===== config.mk =====
export PLATFORM = sky130hd
export DESIGN_NAME = base64_stream_encoder_flat
export DESIGN_NICKNAME = d
export VERILOG_FILES = /design/src/hw/rtl/b64e_pkg.sv /design/src/hw/rtl/b64e_req_if.sv /design/src/hw/rtl/b64e_rsp_if.sv /design/src/hw/rtl/b64e_front.sv /design/src/hw/rtl/b64e_queue.sv /design/src/hw/rtl/b64e_back.sv /design/src/hw/rtl/base64_stream_encoder.sv /design/src/flat_wrapper.sv
export SDC_FILE = /design/constraint.sdc
export NUM_CORES = 1
export LEC_CHECK = 0
export BUFFER_PORTS_ARGS = -buffer_cell sky130_fd_sc_hd__buf_2
export CAP_MARGIN = 20
export CORE_UTILIZATION = 50
export CTS_CLUSTER_SIZE = 8
export DETAILED_ROUTE_END_ITERATION = 7
export PLACE_DENSITY = 0.8
export SYNTH_ARGS = -nofsm -noshare
export SYNTH_HDL_FRONTEND = slang
export SYNTH_SLANG_ARGS = --single-unit

===== constraint.sdc =====
create_clock -name clock -period 3.5 [get_ports clock]
set_clock_uncertainty 0.1 [all_clocks]
set_input_delay 0 -clock clock [delete_from_list [all_inputs] [get_ports clock]]
set_output_delay 0 -clock clock [all_outputs]
set_load 0.005 [all_outputs]

===== src/hw/rtl/b64e_pkg.sv =====
// Shared types, constants and the character lookup for the base64 stream encoder.
package b64e_pkg;

   localparam int QUEUE_DEPTH_DEFAULT = 2;

   localparam logic [6:0] PAD_CHAR = 7'h3D;
   localparam logic [5:0] SYM_MASK = 6'h3F;

   localparam int SLOTS = 4;

   // one output character: a six-bit alphabet index or a pad
   typedef struct packed {
      logic       pad;
      logic [5:0] idx;
   } slot_type;

   // everything one input byte produces
   typedef struct packed {
      slot_type [SLOTS-1:0] slot;
      logic [1:0]           last;
      logic                 fin;
   } job_type;

   // queue head as seen by the back end
   typedef struct packed {
      logic    valid;
      job_type job;
   } q_head_type;

   function automatic logic [6:0] b64_char(input logic [5:0] idx);
      logic [6:0] ch;
      logic [6:0] v;
      v = {1'b0, idx};
      if (idx < 6'd26) begin
         ch = 7'h41 + v;
      end else if (idx < 6'd52) begin
         ch = 7'h61 + v - 7'd26;
      end else if (idx < 6'd62) begin
         ch = 7'h30 + v - 7'd52;
      end else if (idx == 6'd62) begin
         ch = 7'h2B;
      end else begin
         ch = 7'h2F;
      end
      return ch;
   endfunction

endpackage


===== src/hw/rtl/b64e_req_if.sv =====
// Input channel: one raw byte per word, with the end-of-stream flag.
interface b64e_req_if;
   logic       valid;
   logic       ready;
   logic [7:0] data_byte;
   logic       final_byte;

   modport source (output valid, output data_byte, output final_byte, input ready);
   modport sink   (input valid, input data_byte, input final_byte, output ready);
endinterface


===== src/hw/rtl/b64e_rsp_if.sv =====
// Result channel: one ASCII character per word, with item and stream end marks.
interface b64e_rsp_if;
   logic       valid;
   logic       ready;
   logic [6:0] out_char;
   logic       item_done;
   logic       stream_done;

   modport source (output valid, output out_char, output item_done, output stream_done,
                   input ready);
   modport sink   (input valid, input out_char, input item_done, input stream_done,
                   output ready);
endinterface


===== src/hw/rtl/b64e_front.sv =====
// Front end: tracks group phase and leftover bits, turns each byte into a job.
module b64e_front
   import b64e_pkg::*;
(
   input  logic        clock,
   input  logic        reset,
   b64e_req_if.sink    req_chan,
   input  logic        q_full,
   output logic        push,
   output job_type     push_job
);

   logic [1:0] phase_ff, phase_in;
   logic [3:0] left_ff, left_in;

   logic [1:0] step_phase;
   logic [3:0] step_left;
   job_type    job;

   assign req_chan.ready = !q_full;
   assign push           = req_chan.valid && !q_full;
   assign push_job       = job;

   always_comb begin
      logic [7:0] b;
      b          = req_chan.data_byte;
      job        = '0;
      step_phase = 2'd0;
      step_left  = 4'd0;
      case (phase_ff)
         2'd1: begin
            job.slot[0].idx = {left_ff[1:0], b[7:4]};
            job.last        = 2'd0;
            step_left       = b[3:0];
            step_phase      = 2'd2;
         end
         2'd2: begin
            job.slot[0].idx = {left_ff, b[7:6]};
            job.slot[1].idx = b[5:0] & SYM_MASK;
            job.last        = 2'd1;
            step_left       = 4'd0;
            step_phase      = 2'd0;
         end
         default: begin
            job.slot[0].idx = b[7:2];
            job.last        = 2'd0;
            step_left       = {2'b00, b[1:0]};
            step_phase      = 2'd1;
         end
      endcase

      job.fin = req_chan.final_byte;
      if (req_chan.final_byte) begin
         case (step_phase)
            2'd1: begin
               job.slot[1].idx = {step_left[1:0], 4'b0000};
               job.slot[2].pad = 1'b1;
               job.slot[3].pad = 1'b1;
               job.last        = 2'd3;
            end
            2'd2: begin
               job.slot[1].idx = {step_left, 2'b00};
               job.slot[2].pad = 1'b1;
               job.last        = 2'd2;
            end
            default: begin
               job.last = 2'd1;
            end
         endcase
      end

      phase_in = phase_ff;
      left_in  = left_ff;
      if (push) begin
         phase_in = req_chan.final_byte ? 2'd0 : step_phase;
         left_in  = req_chan.final_byte ? 4'd0 : step_left;
      end
   end

   always_ff @(posedge clock) begin
      if (reset) begin
         phase_ff <= 2'd0;
         left_ff  <= 4'd0;
      end else begin
         phase_ff <= phase_in;
         left_ff  <= left_in;
      end
   end

endmodule


===== src/hw/rtl/b64e_queue.sv =====
// Short job queue between the front and back ends.
module b64e_queue
   import b64e_pkg::*;
#(
   parameter int DEPTH = QUEUE_DEPTH_DEFAULT
) (
   input  logic       clock,
   input  logic       reset,
   input  logic       push,
   input  job_type    push_job,
   input  logic       pop,
   output logic       full,
   output q_head_type head
);

   localparam int PTR_W = (DEPTH > 1) ? $clog2(DEPTH) : 1;
   localparam int CNT_W = $clog2(DEPTH + 1);

   job_type            mem_ff [DEPTH];
   logic [PTR_W-1:0]   wr_ptr_ff, wr_ptr_in;
   logic [PTR_W-1:0]   rd_ptr_ff, rd_ptr_in;
   logic [CNT_W-1:0]   count_ff, count_in;

   function automatic logic [PTR_W-1:0] next_ptr(input logic [PTR_W-1:0] p);
      return (p == PTR_W'(DEPTH - 1)) ? '0 : p + 1'b1;
   endfunction

   assign full       = (count_ff == CNT_W'(DEPTH));
   assign head.valid = (count_ff != '0);
   assign head.job   = mem_ff[rd_ptr_ff];

   always_comb begin
      wr_ptr_in = push ? next_ptr(wr_ptr_ff) : wr_ptr_ff;
      rd_ptr_in = pop  ? next_ptr(rd_ptr_ff) : rd_ptr_ff;
      count_in  = count_ff;
      if (push && !pop) begin
         count_in = count_ff + 1'b1;
      end else if (pop && !push) begin
         count_in = count_ff - 1'b1;
      end
   end

   always_ff @(posedge clock) begin
      if (push) begin
         mem_ff[wr_ptr_ff] <= push_job;
      end
   end

   always_ff @(posedge clock) begin
      if (reset) begin
         wr_ptr_ff <= '0;
         rd_ptr_ff <= '0;
         count_ff  <= '0;
      end else begin
         wr_ptr_ff <= wr_ptr_in;
         rd_ptr_ff <= rd_ptr_in;
         count_ff  <= count_in;
      end
   end

endmodule


===== src/hw/rtl/b64e_back.sv =====
// Back end: walks the head job into the output register, one character per cycle while the output is not stalled.
module b64e_back
   import b64e_pkg::*;
(
   input  logic        clock,
   input  logic        reset,
   input  q_head_type  head,
   output logic        pop,
   b64e_rsp_if.source  rsp_chan
);

   logic       rsp_valid_ff, rsp_valid_in;
   logic [6:0] out_char_ff, out_char_in;
   logic       item_done_ff, item_done_in;
   logic       stream_done_ff, stream_done_in;
   logic [1:0] pos_ff, pos_in;

   logic       step;
   logic       at_last;
   slot_type   cur;

   assign step    = head.valid && (!rsp_valid_ff || rsp_chan.ready);
   assign at_last = (pos_ff == head.job.last);
   assign pop     = step && at_last;
   assign cur     = head.job.slot[pos_ff];

   always_comb begin
      rsp_valid_in   = rsp_valid_ff && !rsp_chan.ready;
      out_char_in    = out_char_ff;
      item_done_in   = item_done_ff;
      stream_done_in = stream_done_ff;
      pos_in         = pos_ff;
      if (step) begin
         rsp_valid_in   = 1'b1;
         out_char_in    = cur.pad ? PAD_CHAR : b64_char(cur.idx);
         item_done_in   = at_last;
         stream_done_in = at_last && head.job.fin;
         pos_in         = at_last ? 2'd0 : pos_ff + 2'd1;
      end
   end

   always_ff @(posedge clock) begin
      out_char_ff    <= out_char_in;
      item_done_ff   <= item_done_in;
      stream_done_ff <= stream_done_in;
   end

   always_ff @(posedge clock) begin
      if (reset) begin
         rsp_valid_ff <= 1'b0;
         pos_ff       <= 2'd0;
      end else begin
         rsp_valid_ff <= rsp_valid_in;
         pos_ff       <= pos_in;
      end
   end

   assign rsp_chan.valid       = rsp_valid_ff;
   assign rsp_chan.out_char    = out_char_ff;
   assign rsp_chan.item_done   = item_done_ff;
   assign rsp_chan.stream_done = stream_done_ff;

endmodule


===== src/hw/rtl/base64_stream_encoder.sv =====
// Top level of the base64 stream encoder: front end, job queue, back end.
//
//   channel    dir  word                                  flow control
//   req_chan   in   data_byte[7:0], final_byte             valid/ready
//   rsp_chan   out  out_char[6:0], item_done, stream_done  valid/ready
//
// A byte is taken every cycle while the job queue has room; each byte yields
// 1 to 4 characters (two when it completes a group, up to four at stream end),
// sent one per cycle by the back end while the output is not stalled.
// A byte's first character passes the job queue, then the output register.
// Synchronous reset clears group phase, leftover bits, queue and output valid.
// Output stalls back up through the queue into req_chan.ready.
module base64_stream_encoder
   import b64e_pkg::*;
#(
   parameter int QUEUE_DEPTH = QUEUE_DEPTH_DEFAULT
) (
   input  logic        clock,
   input  logic        reset,
   b64e_req_if.sink    req_chan,
   b64e_rsp_if.source  rsp_chan
);

   logic       q_full;
   logic       push;
   job_type    push_job;
   logic       pop;
   q_head_type head;

   b64e_front u_front (
      .clock    (clock),
      .reset    (reset),
      .req_chan (req_chan),
      .q_full   (q_full),
      .push     (push),
      .push_job (push_job)
   );

   b64e_queue #(
      .DEPTH (QUEUE_DEPTH)
   ) u_queue (
      .clock    (clock),
      .reset    (reset),
      .push     (push),
      .push_job (push_job),
      .pop      (pop),
      .full     (q_full),
      .head     (head)
   );

   b64e_back u_back (
      .clock    (clock),
      .reset    (reset),
      .head     (head),
      .pop      (pop),
      .rsp_chan (rsp_chan)
   );

endmodule


===== src/flat_wrapper.sv =====
// flat-port wrapper written by rule: the top's interface ports become plain ports
module base64_stream_encoder_flat import b64e_pkg::*;
#(
   parameter int QUEUE_DEPTH = QUEUE_DEPTH_DEFAULT
)
  (clock, reset, req_chan_valid, req_chan_data_byte, req_chan_final_byte, req_chan_ready, rsp_chan_valid, rsp_chan_out_char, rsp_chan_item_done, rsp_chan_stream_done, rsp_chan_ready);
  b64e_req_if req_chan_i ();
  b64e_rsp_if rsp_chan_i ();
  input  logic clock;
  input  logic reset;
  input wire logic [$bits(req_chan_i.valid)-1:0] req_chan_valid;
  input wire logic [$bits(req_chan_i.data_byte)-1:0] req_chan_data_byte;
  input wire logic [$bits(req_chan_i.final_byte)-1:0] req_chan_final_byte;
  output wire logic [$bits(req_chan_i.ready)-1:0] req_chan_ready;
  output wire logic [$bits(rsp_chan_i.valid)-1:0] rsp_chan_valid;
  output wire logic [$bits(rsp_chan_i.out_char)-1:0] rsp_chan_out_char;
  output wire logic [$bits(rsp_chan_i.item_done)-1:0] rsp_chan_item_done;
  output wire logic [$bits(rsp_chan_i.stream_done)-1:0] rsp_chan_stream_done;
  input wire logic [$bits(rsp_chan_i.ready)-1:0] rsp_chan_ready;
  assign req_chan_i.valid = req_chan_valid;
  assign req_chan_i.data_byte = req_chan_data_byte;
  assign req_chan_i.final_byte = req_chan_final_byte;
  assign req_chan_ready = req_chan_i.ready;
  assign rsp_chan_valid = rsp_chan_i.valid;
  assign rsp_chan_out_char = rsp_chan_i.out_char;
  assign rsp_chan_item_done = rsp_chan_i.item_done;
  assign rsp_chan_stream_done = rsp_chan_i.stream_done;
  assign rsp_chan_i.ready = rsp_chan_ready;
  base64_stream_encoder #(.QUEUE_DEPTH(QUEUE_DEPTH)) u_core (.clock(clock), .reset(reset), .req_chan(req_chan_i), .rsp_chan(rsp_chan_i));
endmodule

### Word-level counts from Yosys, hierarchy flattened

Memory sizes are Yosys's and may differ from the RTL's. A register that Yosys moved wholly into a read port is not among the register bits.
Cells that the tools add are included.

| word-level totals | value |
|---|---|
| memories | 1 |
| bits in latches | 0 |
| output and inout port bits | 11 |
| input port bits | 13 |
| bits in read-only memories | 0 |
| memory bits (writable) | 34 |
| word-level logic and storage cells | 78 |
| bits in registers | 22 |

Memories:

| memory | depth | width | read ports | clocked after Yosys merged registers in | wr ports | line | text |
|---|---|---|---|---|---|---|---|
| u_core.u_queue.mem_ff | 2 | 17 | 1 | 1 | 1 | b64e_queue.sv:19 | `job_type mem_ff [DEPTH];` |

| operators by class | value |
|---|---|
| equality and inequality tests | 7 |
| shifts and indexed selects | 0 |
| $add $sub $neg | 10 |
| muxes and demuxes | 30 |
| $mul | 0 |
| magnitude comparators | 4 |
| divide/modulo/power cells | 0 |
| bitwise operators | 0 |
| reductions and logical operators | 16 |

Operators by type and width:

| kind | number |
|---|---|
| $mux W7 | 4 |
| $pmux W8 S2 | 1 |
| $add A7 B6 Y7 const A | 2 |
| $bmux W7 S2 | 1 |
| $lt A6 B6 Y1 const B | 2 |
| $mux W6 | 2 |
| $pmux W6 S2 | 1 |
| $mux W1 | 11 |
| $mux W2 | 5 |
| $pmux W2 S2 | 2 |
| $pmux W4 S2 | 1 |
| $add A6 B6 Y7 const A | 1 |
| $logic_and A1 B1 Y1 | 7 |
| $sub A7 B5 Y7 const B | 1 |
| $sub A7 B6 Y7 const B | 1 |
| $eq A2 B2 Y1 const B | 3 |
| $eq A6 B6 Y1 const B | 1 |
| $lt A6 B5 Y1 const B | 1 |
| $logic_not A1 Y1 | 5 |
| $add A2 B1 Y2 const B | 2 |
| $eq A2 B1 Y1 const B | 2 |
| $mux W4 | 1 |
| $reduce_bool A2 Y1 | 2 |
| $lt A2 B3 Y1 const B | 1 |
| 6 further kinds | 7 |

### Longest topological paths before layout

| depth | value |
|---|---|
| depth after elaboration | 7 |
| gate-level depth with buffers | 10 |
| depth with buffers taken out | 9 |

### Cells and area by module

Synthesis repeated with hierarchy kept, for this count alone.

| second synthesis, totals | value |
|---|---|
| cells, all modules | 309 |
| area, all modules | 4171.5 um2 |

By module, submodules not included:

| module | area each (um2) | cells an instance | instances | seq. area each (um2) |
|---|---|---|---|---|
| b64e_queue | 2436.1 | 118 | 1 | 1961.9 |
| b64e_back | 1056.0 | 97 | 1 | 330.3 |
| b64e_front | 679.4 | 94 | 1 | 120.1 |

### Worst setup path before layout

Ideal clock, no wire load.

| timing | value |
|---|---|
| kind | register -> register |
| start point | register with a tool-made name |
| end point | register u_core.u_back.out_char_ff[2] (netlist: u_core.u_back.rsp_chan.out_char[2]), data pin |
| buffers on the path | 1 |
| library setup time | 0.261 ns |
| period minus slack after synthesis | 2.565 ns |
| arrival | 2.204 ns |
| setup slack | 0.935 ns |
| required time | 3.139 ns |
| stages on the path, launching flop included | 10 |
| cells stage by stage | dfxtp_1 buf_6 mux4_2 nand2_4 inv_2 ha_1 a31oi_1 o21a_1 a31oi_1 a221o_1 |

RTL lines:

| element | line | text |
|---|---|---|
| end signal, assigned | b64e_back.sv:43 | `out_char_ff <= out_char_in;` |
| end, declared | b64e_back.sv:13 | `logic [6:0] out_char_ff, out_char_in;` |

### Final worst setup path

| timing | value |
|---|---|
| start point | register u_core.u_back.pos_ff[0] |
| end point | register u_core.u_back.out_char_ff[2] (netlist: u_core.u_back.rsp_chan.out_char[2]), data pin |

| between the ends | value |
|---|---|
| longest elaborated chain between the ends | 7 |
| elaborated cells between the ends (all ways) | 15 |
| those cells by class | 5 x add/sub; 3 x order compare; 1 x eq/ne; 6 x mux |

Ends and longest elaborated chain:

| element | line | text |
|---|---|---|
| start, declared | b64e_back.sv:16 | `logic [1:0] pos_ff, pos_in;` |
| start signal, assigned | b64e_back.sv:54 | `pos_ff <= pos_in;` |
| $bmux W7 S2 * | b64e_back.sv:25 | `assign cur = head.job.slot[pos_ff];` |
| $mux W7 (not written as such) * | b64e_back.sv:25 |  |
| $add A6 B6 Y7 / $eq A6 B6 Y1 (equally long branches) | b64e_pkg.sv:39, b64e_pkg.sv:40 |  |
| $sub A7 B6 Y7 / $mux W3 (equally long branches) | b64e_pkg.sv:39, b64e_pkg.sv:40 |  |
| $mux W7 | b64e_pkg.sv:38 | `end else if (idx < 6'd62) begin` |
| $mux W7 | b64e_pkg.sv:36 | `end else if (idx < 6'd52) begin` |
| $mux W7 | b64e_pkg.sv:34 | `if (idx < 6'd26) begin` |

Every way passes the cells marked *; elsewhere a longest branch is shown, timed or not. The select of a mux whose other input is x is not followed.
A chain may end at the register's enable or synchronous reset.

==> flow_summary_export.csv <==
group,metric,value,unit
drt,wl_per_cell,14.4,um
cts,ctsResizeCount,0,
synth,synth_edf_count,41,
cts,cts_hold_buf,18,
power,p_sw,0.969,mW
cts,cts_buffer_depth,2,
drt,via_per_inst,5.60,
power,p_comb_share,46.9,%
floorplanning,start_util,52.6,%
cts,cts_root_buffer,"clkbuf_8",
synth,yosys_most_used_dff,"edfxtp_1",
power,leakage,1.24,nW
drt,vias,1964,
cts,clk_latency,310,ps
power,sw_frac_of_total,37.6,%
drt,detail-route-antenna-nets,0,
worst_hold_path,holdCritPathClass,"reg -> reg",
synth,synth_top_area_share,45.0,%
cts,clkSlewWorstSetupHoldPaths,100,ps
sta,relSlewSlack,66.5,%
critical_path,cp_cell_sequence,"mux4_2 > nand2_1 > inv_1 > ha_1 > a31oi_1 > o21a_1 > a31oi_1 > a221o_1",
floorplanning,die-area,5780,um^2
floorplanning,chipWidth,76.0,um
critical_path,cp-start-kind,"register",
power,p_int,1.61,mW
power,p_seq_share,39.2,%
sta,finalHoldViolCount,0,
sta,fin_crit,2780,ps
synth,ys_ff_latch,55,
power,power.density,808,nW/um^2
synth,synth_area,2740,um^2
layout,drive_gt1_share,18.5,%
sta,worst_pin_slew,503,ps
synth,synth_cells,239,
cts,cts_buffers,5,
cts,postCtsSetupBuffers,0,
sta,drv_slew,0,
critical_path,cp.arrival,2750,ps
floorplanning,ios,24,
synth,syn_avg_cell_area,11.5,um^2
synth,synth_cell_types,44,
floorplanning,rows,26,
critical_path,critical_path_class,"reg -> reg",
layout,area_delta_synth_final,16.5,%
critical_path,cp_num_buf_inv,1,
synth,synth_area_leaders,"edfxtp_1, dfxtp_1, ha_1",
sta,tns,0,ps
sta,min_period_over_period,79.4,%
grt,grt_pass1_vias,1891,
critical_path,slowest_stage,"dfxtp_1",
synth,yosys.area.top_type,"edfxtp_1",
grt,overflow,0,
sta,max_freq,0.360,GHz
grt,track_usage,19.1,%
layout,fin_util,61.3,%
layout,nets,303,
placement,dpl.hpwl,3530,um
synth,synthArstFlopShare,0,%
job,maxCapViolCount,0,
status,outcome,"finished clean",
sta,finalSetupViolations,0,
drt,firstDrtPassIters,4,
placement,gp_congestion,0.957,
drt,drc_errors,0,
critical_path,cpMostUsedCell,"a31oi_1",
critical_path,rrSetupSlack,720,ps
drt,drt_wl_total,5050,um
critical_path,crit_fanout,14,
critical_path,crit_required,3470,ps
grt,grt_max_degree,20,
cts,clock-sinks,55,
critical_path,path_delay_family,"compound AO/OA/AOI/OAI gates",
power,clkPwrFrac,13.9,%
critical_path,endpoint_kind,"register",
power,ir_worst_vdd,360,uV
grt,antenna_found_initial,0,
sta,timing.hold.ws,437,ps
drt,drt_iter0_drc,75,
cts,cts_tree,"yes",
floorplanning,die_h,76.0,um
layout,num_antenna_cells,0,
floorplanning,core-area,5200,um^2
layout,fill_cells,415,
synth,syn_nets,262,
synth,ys_seq_area_share,55.2,%
sta,rsz0062_at_grt,"false",
placement,io_buffer_count,23,
grt,grt_pass1_wl,8650,um
critical_path,slowest_delay,630,ps
synth,synth_warnings,0,
cts,htreeDepth,2,
## layout by cell type, fill, tap and decap left out, types with 4 or more instances in the layout
cell type      count
a21oi_1           10
clkbuf_8           5
mux2i_1            4
a22oi_1           10
xnor2_1            5
mux2_2             4
edfxtp_1          41
xor2_1             5
o21ai_1           10
nand2_1           20
nor2b_1            5
inv_1              9
buf_2             23
dfxtp_1           14
dlygate4sd3_1     18
ha_1              10
mux4_2             5
nor3b_1            4
nor2_1            20
inv_2              5
nand3_1           12
buf_4              4
## worst register-to-register path: stages (launching register included)
cell,delay [ps]
dfxtp_1,630
mux4_2,400
nand2_1,150
inv_1,90
ha_1,270
a31oi_1,180
o21a_1,280
a31oi_1,90
a221o_1,350
## logic make-up (layout without fill, tap and decap cells)
family / after synthesis / count (layout) / share of synthesized area, %
DFF: 55 / 55 / 55.2
and+or+nand+nor: 76 / 76 / 13.6
adders and majority gates: 10 / 10 / 4.57
AOI/OAI and AO/OA: 50 / 50 / 12.4
xor gates and xnor gates: 10 / 10 / 3.20
muxes: 13 / 13 / 7.22
buffers and inverters: 25 / 67 / 3.79
## synthesized netlist by cell type, types with 4 or more instances
master and count:
nor2b_1 5, nand2_1 20, a22oi_1 10, edfxtp_1 41, a21oi_1 10, ha_1 10, nand3_1 12, inv_1 9
mux2_2 4, clkbuf_1 8, nor2_1 20, mux2i_1 4, o21ai_1 10, inv_2 5, xor2_1 5, xnor2_1 5
nor3b_1 4, dfxtp_1 14, mux4_2 5
## worst paths after layout
check                                          startpoint                                          endpoint  depth (start not counted)
hold reg to reg   u_core.u_queue.count_ff[1]$_SDFFE_PP0P_           u_core.u_queue.count_ff[1]$_SDFFE_PP0P_                          2
setup reg to reg     u_core.u_back.pos_ff[0]$_SDFFE_PP0N_  u_core.u_back.rsp_chan.out_char[2]$_SDFFCE_PP1N_                          8
setup / recovery     u_core.u_back.pos_ff[0]$_SDFFE_PP0N_  u_core.u_back.rsp_chan.out_char[2]$_SDFFCE_PP1N_                          8
hold / removal    u_core.u_queue.count_ff[1]$_SDFFE_PP0P_           u_core.u_queue.count_ff[1]$_SDFFE_PP0P_                          2
## through the flow
stage                     cells  instance area [um^2]  worst slack (ps)  power [mW]
after floorplan             239                  2740               935        1.92
after global placement      325                  2920               874        2.16
after detailed placement    325                  2920               787        2.20
after CTS                   351                  3190               784        2.58
after global routing        351                  3190               551        2.77
final                       351                  3190               723        2.58
## registers in the layout, summed over array words and instances, names as in the netlist, named ones only
name / cells
u_core.u_back.rsp_chan.stream_done: 1
u_core.u_queue.mem_ff: 32
u_core.u_back.rsp_chan.out_char: 7
u_core.u_queue.wr_ptr_ff: 1
u_core.u_front.left_ff: 4
u_core.u_front.phase_ff: 2
u_core.u_back.pos_ff: 2
u_core.u_back.rsp_chan.valid: 1
u_core.u_queue.count_ff: 2
u_core.u_queue.rd_ptr_ff: 1
u_core.u_back.rsp_chan.item_done: 1
## final cells by class
| type | count | area (um^2) | share of cell area [%] |
|---|---|---|---|
| sequential | 55 | 1510 | 47.4 |
| multi-input combinational | 159 | 1120 | 35.2 |
| timing repair buffer | 45 | 325 | 10.2 |
| tap | 70 | 87.6 | 2.74 |
| clock buffer | 5 | 68.8 | 2.16 |
| inverter | 14 | 52.6 | 1.65 |
| clock inverter | 3 | 22.5 | 0.706 |
## routing by layer
metal / track usage (%) / vias up / share of wire [%]
met4: 8.65 / 0 / 2.3
met1: 23.5 / 942 / 44
met5: 0 / - / 0
met2: 32.3 / 51 / 50
met3: 4.07 / 11 / 2.8
li1: - / 960 / -
## power groups by stage
stage          registers (mW)  logic [mW]  clock network, mW
2_1_floorplan            1.00       0.923                  0
3_3_place_gp             1.02        1.13                  0
3_5_place_dp             1.03        1.17                  0
4_1_cts                  1.01        1.20              0.365
5_1_grt                  1.03        1.34              0.396
6_report                 1.01        1.21              0.358
(Power assumes the default switching activity.)
